--- src/fra_pkg.sv ---
// ----------------------------------------------------------------------------
// fra_pkg
// types and constants shared by the fraction add and reduce unit
// ----------------------------------------------------------------------------
package fra_pkg;

  localparam int WIDTH = 16;
  localparam int NW    = 2 * WIDTH + 1;
  localparam int DW    = 2 * WIDTH;
  localparam int MW    = WIDTH + 1;
  localparam int AW    = 2 * MW;
  localparam int KW    = $clog2(NW + 1);
  localparam int CW    = $clog2(NW);

  typedef struct packed {
    logic signed [WIDTH-1:0] num_a;
    logic        [WIDTH-1:0] den_a;
    logic signed [WIDTH-1:0] num_b;
    logic        [WIDTH-1:0] den_b;
  } in_t;

  typedef struct packed {
    logic signed [NW-1:0] sum_num;
    logic        [DW-1:0] sum_den;
    logic                 same;
    logic                 bad_input;
  } out_t;

  typedef enum logic [2:0] {
    ST_IDLE,
    ST_MUL_A,
    ST_MUL_B,
    ST_MUL_D,
    ST_CHECK,
    ST_GCD,
    ST_DIV_N,
    ST_DIV_D
  } state_t;

endpackage

--- src/fra_sub.sv ---
// ----------------------------------------------------------------------------
// fra_sub
// shared subtractor with borrow, used for compare, gcd and division steps
// ----------------------------------------------------------------------------
module fra_sub
  import fra_pkg::*;
(
  input  logic [AW-1:0] a,
  input  logic [AW-1:0] b,
  output logic [AW-1:0] diff,
  output logic          borrow
);

  assign {borrow, diff} = {1'b0, a} - {1'b0, b};

endmodule

--- src/fra_mul.sv ---
// ----------------------------------------------------------------------------
// fra_mul
// shared signed multiplier for the cross products and the denominator product
// ----------------------------------------------------------------------------
module fra_mul
  import fra_pkg::*;
(
  input  logic signed [MW-1:0] a,
  input  logic signed [MW-1:0] b,
  output logic signed [AW-1:0] p
);

  assign p = a * b;

endmodule

--- src/fraction_add_reduce_unit.sv ---
// ----------------------------------------------------------------------------
// fraction_add_reduce_unit
// adds two fractions and reduces the sum to lowest terms
// ----------------------------------------------------------------------------
// An item is taken when start is high and busy is low. The unit forms the
// two cross products and the denominator product on one multiplier, one after
// another, then runs a binary gcd and two restoring divisions (one quotient
// bit per cycle) on one shared subtractor. The gcd loop runs as long as the
// operand values need and each division yields a 33-bit quotient; a zero sum or a zero
// denominator ends at the check, with no gcd or division. The result
// is shown for exactly one cycle with done high and cannot be held off, so
// the receiver must take it on that cycle.
// ----------------------------------------------------------------------------
module fraction_add_reduce_unit
  import fra_pkg::*;
(
  input  logic clk,
  input  logic rst,
  input  logic start,
  output logic busy,
  input  in_t  operands,
  output logic done,
  output out_t result
);

  state_t state, state_next;

  in_t                 op;
  logic signed [AW-1:0] prod;
  logic signed [AW-1:0] acc;
  logic [NW-1:0]       mag;
  logic [DW-1:0]       dreg;
  logic [NW-1:0]       u;
  logic [NW-1:0]       v;
  logic [KW-1:0]       k;
  logic [NW-1:0]       g;
  logic [NW-1:0]       rem;
  logic [NW-1:0]       quo;
  logic [NW-1:0]       qnum;
  logic [CW-1:0]       cnt;
  logic                neg;

  logic signed [MW-1:0] mul_a, mul_b;
  logic signed [AW-1:0] mul_p;
  logic [AW-1:0]       sub_a, sub_b, sub_d;
  logic                sub_borrow;
  logic [AW-1:0]       acc_mag;
  logic [NW-1:0]       quo_next;
  logic                same_w, bad_w, last_step;

  fra_mul u_mul (.a(mul_a), .b(mul_b), .p(mul_p));
  fra_sub u_sub (.a(sub_a), .b(sub_b), .diff(sub_d), .borrow(sub_borrow));

  assign same_w    = (op.num_a == op.num_b) && (op.den_a == op.den_b);
  assign bad_w     = (op.den_a == '0) || (op.den_b == '0);
  assign acc_mag   = acc[AW-1] ? -acc : acc;
  assign last_step = (cnt == CW'(NW - 1));
  assign quo_next  = {quo[NW-2:0], ~sub_borrow};

  // next state
  always_comb begin
    state_next = state;
    case (state)
      ST_IDLE:  if (start) state_next = ST_MUL_A;
      ST_MUL_A: state_next = ST_MUL_B;
      ST_MUL_B: state_next = ST_MUL_D;
      ST_MUL_D: state_next = ST_CHECK;
      ST_CHECK: begin
        if (bad_w || acc == '0) state_next = ST_IDLE;
        else state_next = ST_GCD;
      end
      ST_GCD:   if (u == '0) state_next = ST_DIV_N;
      ST_DIV_N: if (last_step) state_next = ST_DIV_D;
      ST_DIV_D: if (last_step) state_next = ST_IDLE;
      default:  state_next = ST_IDLE;
    endcase
  end

  // shared unit operand selection
  always_comb begin
    busy  = (state != ST_IDLE);
    mul_a = {op.num_a[WIDTH-1], op.num_a};
    mul_b = $signed({1'b0, op.den_b});
    sub_a = {1'b0, u};
    sub_b = {1'b0, v};
    case (state)
      ST_MUL_B: begin
        mul_a = {op.num_b[WIDTH-1], op.num_b};
        mul_b = $signed({1'b0, op.den_a});
      end
      ST_MUL_D: begin
        mul_a = $signed({1'b0, op.den_a});
        mul_b = $signed({1'b0, op.den_b});
      end
      ST_DIV_N, ST_DIV_D: begin
        sub_a = {rem, quo[NW-1]};
        sub_b = {1'b0, g};
      end
      default: begin
      end
    endcase
  end

  always_ff @(posedge clk) begin
    if (rst) begin
      state <= ST_IDLE;
    end else begin
      state <= state_next;
    end
  end

  always_ff @(posedge clk) begin
    if (rst) begin
      done <= 1'b0;
    end else begin
      done <= 1'b0;
      case (state)
        ST_CHECK: if (bad_w || acc == '0) done <= 1'b1;
        ST_DIV_D: if (last_step) done <= 1'b1;
        default: begin
        end
      endcase
    end
  end

  // datapath
  always_ff @(posedge clk) begin
    case (state)
      ST_IDLE: if (start) op <= operands;
      ST_MUL_A: prod <= mul_p;
      ST_MUL_B: begin
        acc  <= prod;
        prod <= mul_p;
      end
      ST_MUL_D: begin
        acc  <= acc + prod;
        prod <= mul_p;
      end
      ST_CHECK: begin
        neg  <= acc[AW-1];
        mag  <= acc_mag[NW-1:0];
        dreg <= prod[DW-1:0];
        u    <= acc_mag[NW-1:0];
        v    <= {1'b0, prod[DW-1:0]};
        k    <= '0;
        if (bad_w) begin
          result <= '{sum_num: '0, sum_den: '0, same: same_w, bad_input: 1'b1};
        end else if (acc == '0) begin
          result <= '{sum_num: '0, sum_den: DW'(1), same: same_w, bad_input: 1'b0};
        end
      end
      ST_GCD: begin
        if (u == '0) begin
          g   <= v << k;
          rem <= '0;
          quo <= mag;
          cnt <= '0;
        end else if (!u[0] && !v[0]) begin
          u <= u >> 1;
          v <= v >> 1;
          k <= k + KW'(1);
        end else if (!u[0]) begin
          u <= u >> 1;
        end else if (!v[0]) begin
          v <= v >> 1;
        end else if (sub_borrow) begin
          u <= v;
          v <= u;
        end else begin
          u <= sub_d[NW-1:0];
        end
      end
      ST_DIV_N, ST_DIV_D: begin
        if (last_step) begin
          rem <= '0;
          cnt <= '0;
          if (state == ST_DIV_N) begin
            qnum <= quo_next;
            quo  <= {1'b0, dreg};
          end else begin
            result <= '{sum_num: neg ? -qnum : qnum, sum_den: quo_next[DW-1:0],
                        same: same_w, bad_input: 1'b0};
          end
        end else begin
          rem <= sub_borrow ? sub_a[NW-1:0] : sub_d[NW-1:0];
          quo <= quo_next;
          cnt <= cnt + CW'(1);
        end
      end
      default: begin
      end
    endcase
  end

  // result strobe only appears once the sequencer is back at idle
  assert property (@(posedge clk) disable iff (rst) done |-> state == ST_IDLE)
    else $error("done outside idle");

  // one transfer per item, never back-to-back strobes
  assert property (@(posedge clk) disable iff (rst) done |=> !done)
    else $error("done held longer than one cycle");

  // gcd loop keeps a nonzero divisor candidate
  assert property (@(posedge clk) disable iff (rst) state == ST_GCD |-> v != '0)
    else $error("gcd operand v is zero");

  // error results carry a zero sum
  assert property (@(posedge clk) disable iff (rst)
    done && result.bad_input |-> result.sum_num == '0 && result.sum_den == '0)
    else $error("bad input with nonzero sum");

endmodule
--- config.mk ---
export PLATFORM = sky130hd
export DESIGN_NAME = fraction_add_reduce_unit
export DESIGN_NICKNAME = d
export VERILOG_FILES = /design/src/fra_pkg.sv /design/src/fra_sub.sv /design/src/fra_mul.sv /design/src/fraction_add_reduce_unit.sv
export SDC_FILE = /design/constraint.sdc
export NUM_CORES = 2
export LEC_CHECK = 0
export ABC_CLOCK_PERIOD_IN_PS = 16500
export BUFFER_PORTS_ARGS = -buffer_cell sky130_fd_sc_hd__buf_2
export CAP_MARGIN = 20
export CORE_UTILIZATION = 35
export CTS_CLUSTER_SIZE = 12
export DETAILED_ROUTE_END_ITERATION = 8
export RECOVER_POWER = 100
export SYNTH_ARGS = -nofsm -noshare
export SYNTH_HDL_FRONTEND = slang
export SYNTH_SLANG_ARGS = --single-unit
--- constraint.sdc ---
create_clock -name clk -period 16.5 [get_ports clk]
set_input_delay 0.825 -clock clk [delete_from_list [all_inputs] [get_ports clk]]
set_output_delay 0.825 -clock clk [all_outputs]
set_load 0.005 [all_outputs]
==> impl_metrics.py <==
metrics = {
    "run_status": {
        "status": "finished, violations left",
        "violations": "max-capacitance violations, max-slew violations",
    },
    "sta": {
        "clock.fmax_mhz": 85.9,
        "worst_pin_slew_ps": 3790,
        "period_needed_ps": 11650,
        "maxSlewHeadroom": -1.53,
        "fin_skew_ps": 82.8,
        "period_share": 0.706,
        "final_hold_viol_count": 0,
        "tns_ps": 0,
        "setup_viol": 0,
        "rsz0062_at_grt": "false",
        "final_max_slew_viol_count": 1117,
    },
    "finish": {
        "final_common_cell": "nand2_1",
        "antenna_cells": 0,
        "syn2layout_area_growth_pct": 10.2,
        "fin_area_um2": 40800,
        "layout-drive-gt1-share": 0.0737,
        "final_cell_mix": "558 x nand2_1, 475 x edfxtp_1, 404 x inv_1",
        "fillers": 10400,
        "layout.nets": 4252,
    },
    "clock_network": {
        "numCtsBuffers": 54,
        "clock_latency_ps": 690,
        "cts_tree": "yes",
        "cts_resized": 0,
        "clock_path_buffers": 3,
        "post-cts-setup-buffers": 0,
        "hold_buffers": 0,
        "clk_pin_slew_worst_paths_ps": 80,
        "htreeDepth": 2,
        "root_buffer": "clkbuf_16",
        "cts.sinks": 479,
    },
    "place": {
        "routabilityCongestion": 0.937,
        "placed_area_um2": 39200,
        "dp_hpwl_um": 81200,
        "io_buffers": 135,
    },
    "global_route": {
        "grt_max_degree": 83,
        "grt_pass1_vias": 26900,
        "antenna_found_initial": 1,
        "grt_usage": 0.197,
        "grt_pass1_wl_um": 163000,
        "grt_overflow": 0,
    },
    "worst_setup_path": {
        "end_kind": "register",
        "critPathLaunch": "state[1]",
        "cp_max_fo": 49,
        "required_ps": 16820,
        "reg2regPathDepth": 17,
        "cp.arrival_ps": 11970,
        "crit_type": "register to register",
        "start_kind": "register",
        "timing.rr.end": "v[22]",
        "rrSetupSlack_ps": 4850,
        "timing.rr.start": "state[1]",
    },
    "min_path": {
        "hold_class": "primary input to register",
        "hold_depth": 1,
        "hold_end": "op[47]",
        "hp-start": "operands[47]",
    },
    "routing": {
        "firstDrtPassIters": 6,
        "vias": 27600,
        "drt-initial-drc-count": 2310,
        "drc_errors": 0,
        "viasPerCell": 5.33,
        "met1Wirelength_um": 47500,
        "met2_wirelength_um": 46700,
        "ant_nets": 0,
        "wl_met3_um": 7370,
        "route.final.wire_length_um": 106000,
        "top_layer": "met4",
        "wl_per_cell_um": 20.6,
    },
    "die": {
        "start_util": 0.355,
        "die_w_um": 327,
        "num_rows": 118,
        "io_pins": 136,
        "core_area_um2": 104000,
        "dieHeight_um": 327,
        "die_area_um2": 107000,
    },
    "yosys": {
        "synth_nets": 4185,
        "synth_cell_type_count": 82,
        "ys_async_sr_fraction": 0,
        "ys_seq_area_frac": 0.388,
        "synth-edff-count": 475,
        "ys_warn_count": 0,
        "syn_avg_cell_area_um2": 10.1,
        "netlist_area_um2": 37000,
        "ys_ff_latch": 479,
        "synthFlopType": "edfxtp_1",
        "synthCells": 3679,
    },
    "flow_run": {
        "cap_viol_max_count": 25,
    },
}
==> synth_stat cells, drive strengths merged (22+ instances only) <==
library cell / n / area, um^2
nand2: 559 / 2100
edfxtp: 475 / 14300
inv: 405 / 1520
nor2: 316 / 1190
fa: 281 / 5630
a21oi: 163 / 820
ha: 158 / 1980
o21ai: 154 / 771
clkbuf: 143 / 537
mux2i: 135 / 1350
xor2: 88 / 771
xnor2: 85 / 744
and3: 63 / 394
a31oi: 49 / 313
nand3: 44 / 220
o21a: 38 / 285
a21o: 37 / 278
nor3: 36 / 185
nor4: 35 / 225
o31ai: 30 / 225
buf: 29 / 131
mux2: 28 / 315
a211oi: 27 / 203
or3: 25 / 171
nand2b: 22 / 145
==> cell families after synthesis <==
kind of cell	Yosys count	share of synthesized area
xor+xnor	173	0.0409
fa+ha+maj	439	0.205
simple gates	1203	0.144
buf+inv	577	0.0591
mux	179	0.0548
flops	479	0.388
compound gates	629	0.108
==> layout make-up <==
| cell class | count | area [um^2] | share of cell area |
|---|---|---|---|
| clock inverters | 34 | 397 | 0.00973 |
| multi-input cells | 2623 | 20500 | 0.503 |
| well taps | 1380 | 1730 | 0.0423 |
| clock buffers | 61 | 1380 | 0.0338 |
| inverters | 405 | 1520 | 0.0373 |
| flip-flops and latches | 479 | 14300 | 0.352 |
| repair buffers | 183 | 900 | 0.0221 |
==> critical path, cell delays in order, from the launching register on <==
cell and delay (ps):
dfxtp_1 340, clkbuf_1 1340, nand2_1 1460, clkbuf_1 1380, mux2i_1 610, ha_1 260
inv_1 70, fa_1 520, a211oi_1 340, o21ai_0 210, nand4_1 300, a31oi_1 320
a41oi_1 450, o31a_2 290, clkbuf_1 1920, nand2_1 330, a31oi_4 580, buf_4 440
==> state kept, by name, indices dropped and copies added (netlist names), 6 cells and up <==
signal  count
u          33
result     67
rem        33
quo        33
dreg       32
v          33
prod       34
op         64
cnt         6
k           6
qnum       33
mag        33
acc        34
g          33
==> how the worst max path moves through the flow <==
stage / cells past startpoint / endpoint / slack, ps
after floorplan: 27 / prod[30] / 8970
after global placement: 23 / prod[33] / 8620
after detailed placement: 23 / prod[33] / 8480
after CTS: 23 / prod[33] / 8420
after global routing: 17 / v[10] / 4130
final: 17 / v[22] / 4850
==> per-stage QoR <==
stage                     utilization  cells  setup slack [ps]  hold slack (ps)
after detailed placement        0.376   5069              8480              459
final                           0.391   5165              4850              307
after global routing            0.391   5165              4130              270
after CTS                       0.393   5164              8420              242
after floorplan                     -   3679              8970              424
after global placement          0.376   5068              8620              452
==> per-layer routing <==
metal  up-vias  track usage
li1      12800            -
met1     13500        0.278
met2      1071        0.303
met5         -            0
met3       195       0.0263
met4         0       0.0858
Power is not shown: default switching activity piles up to over one toggle a cycle in this logic, so the estimate is an artifact.
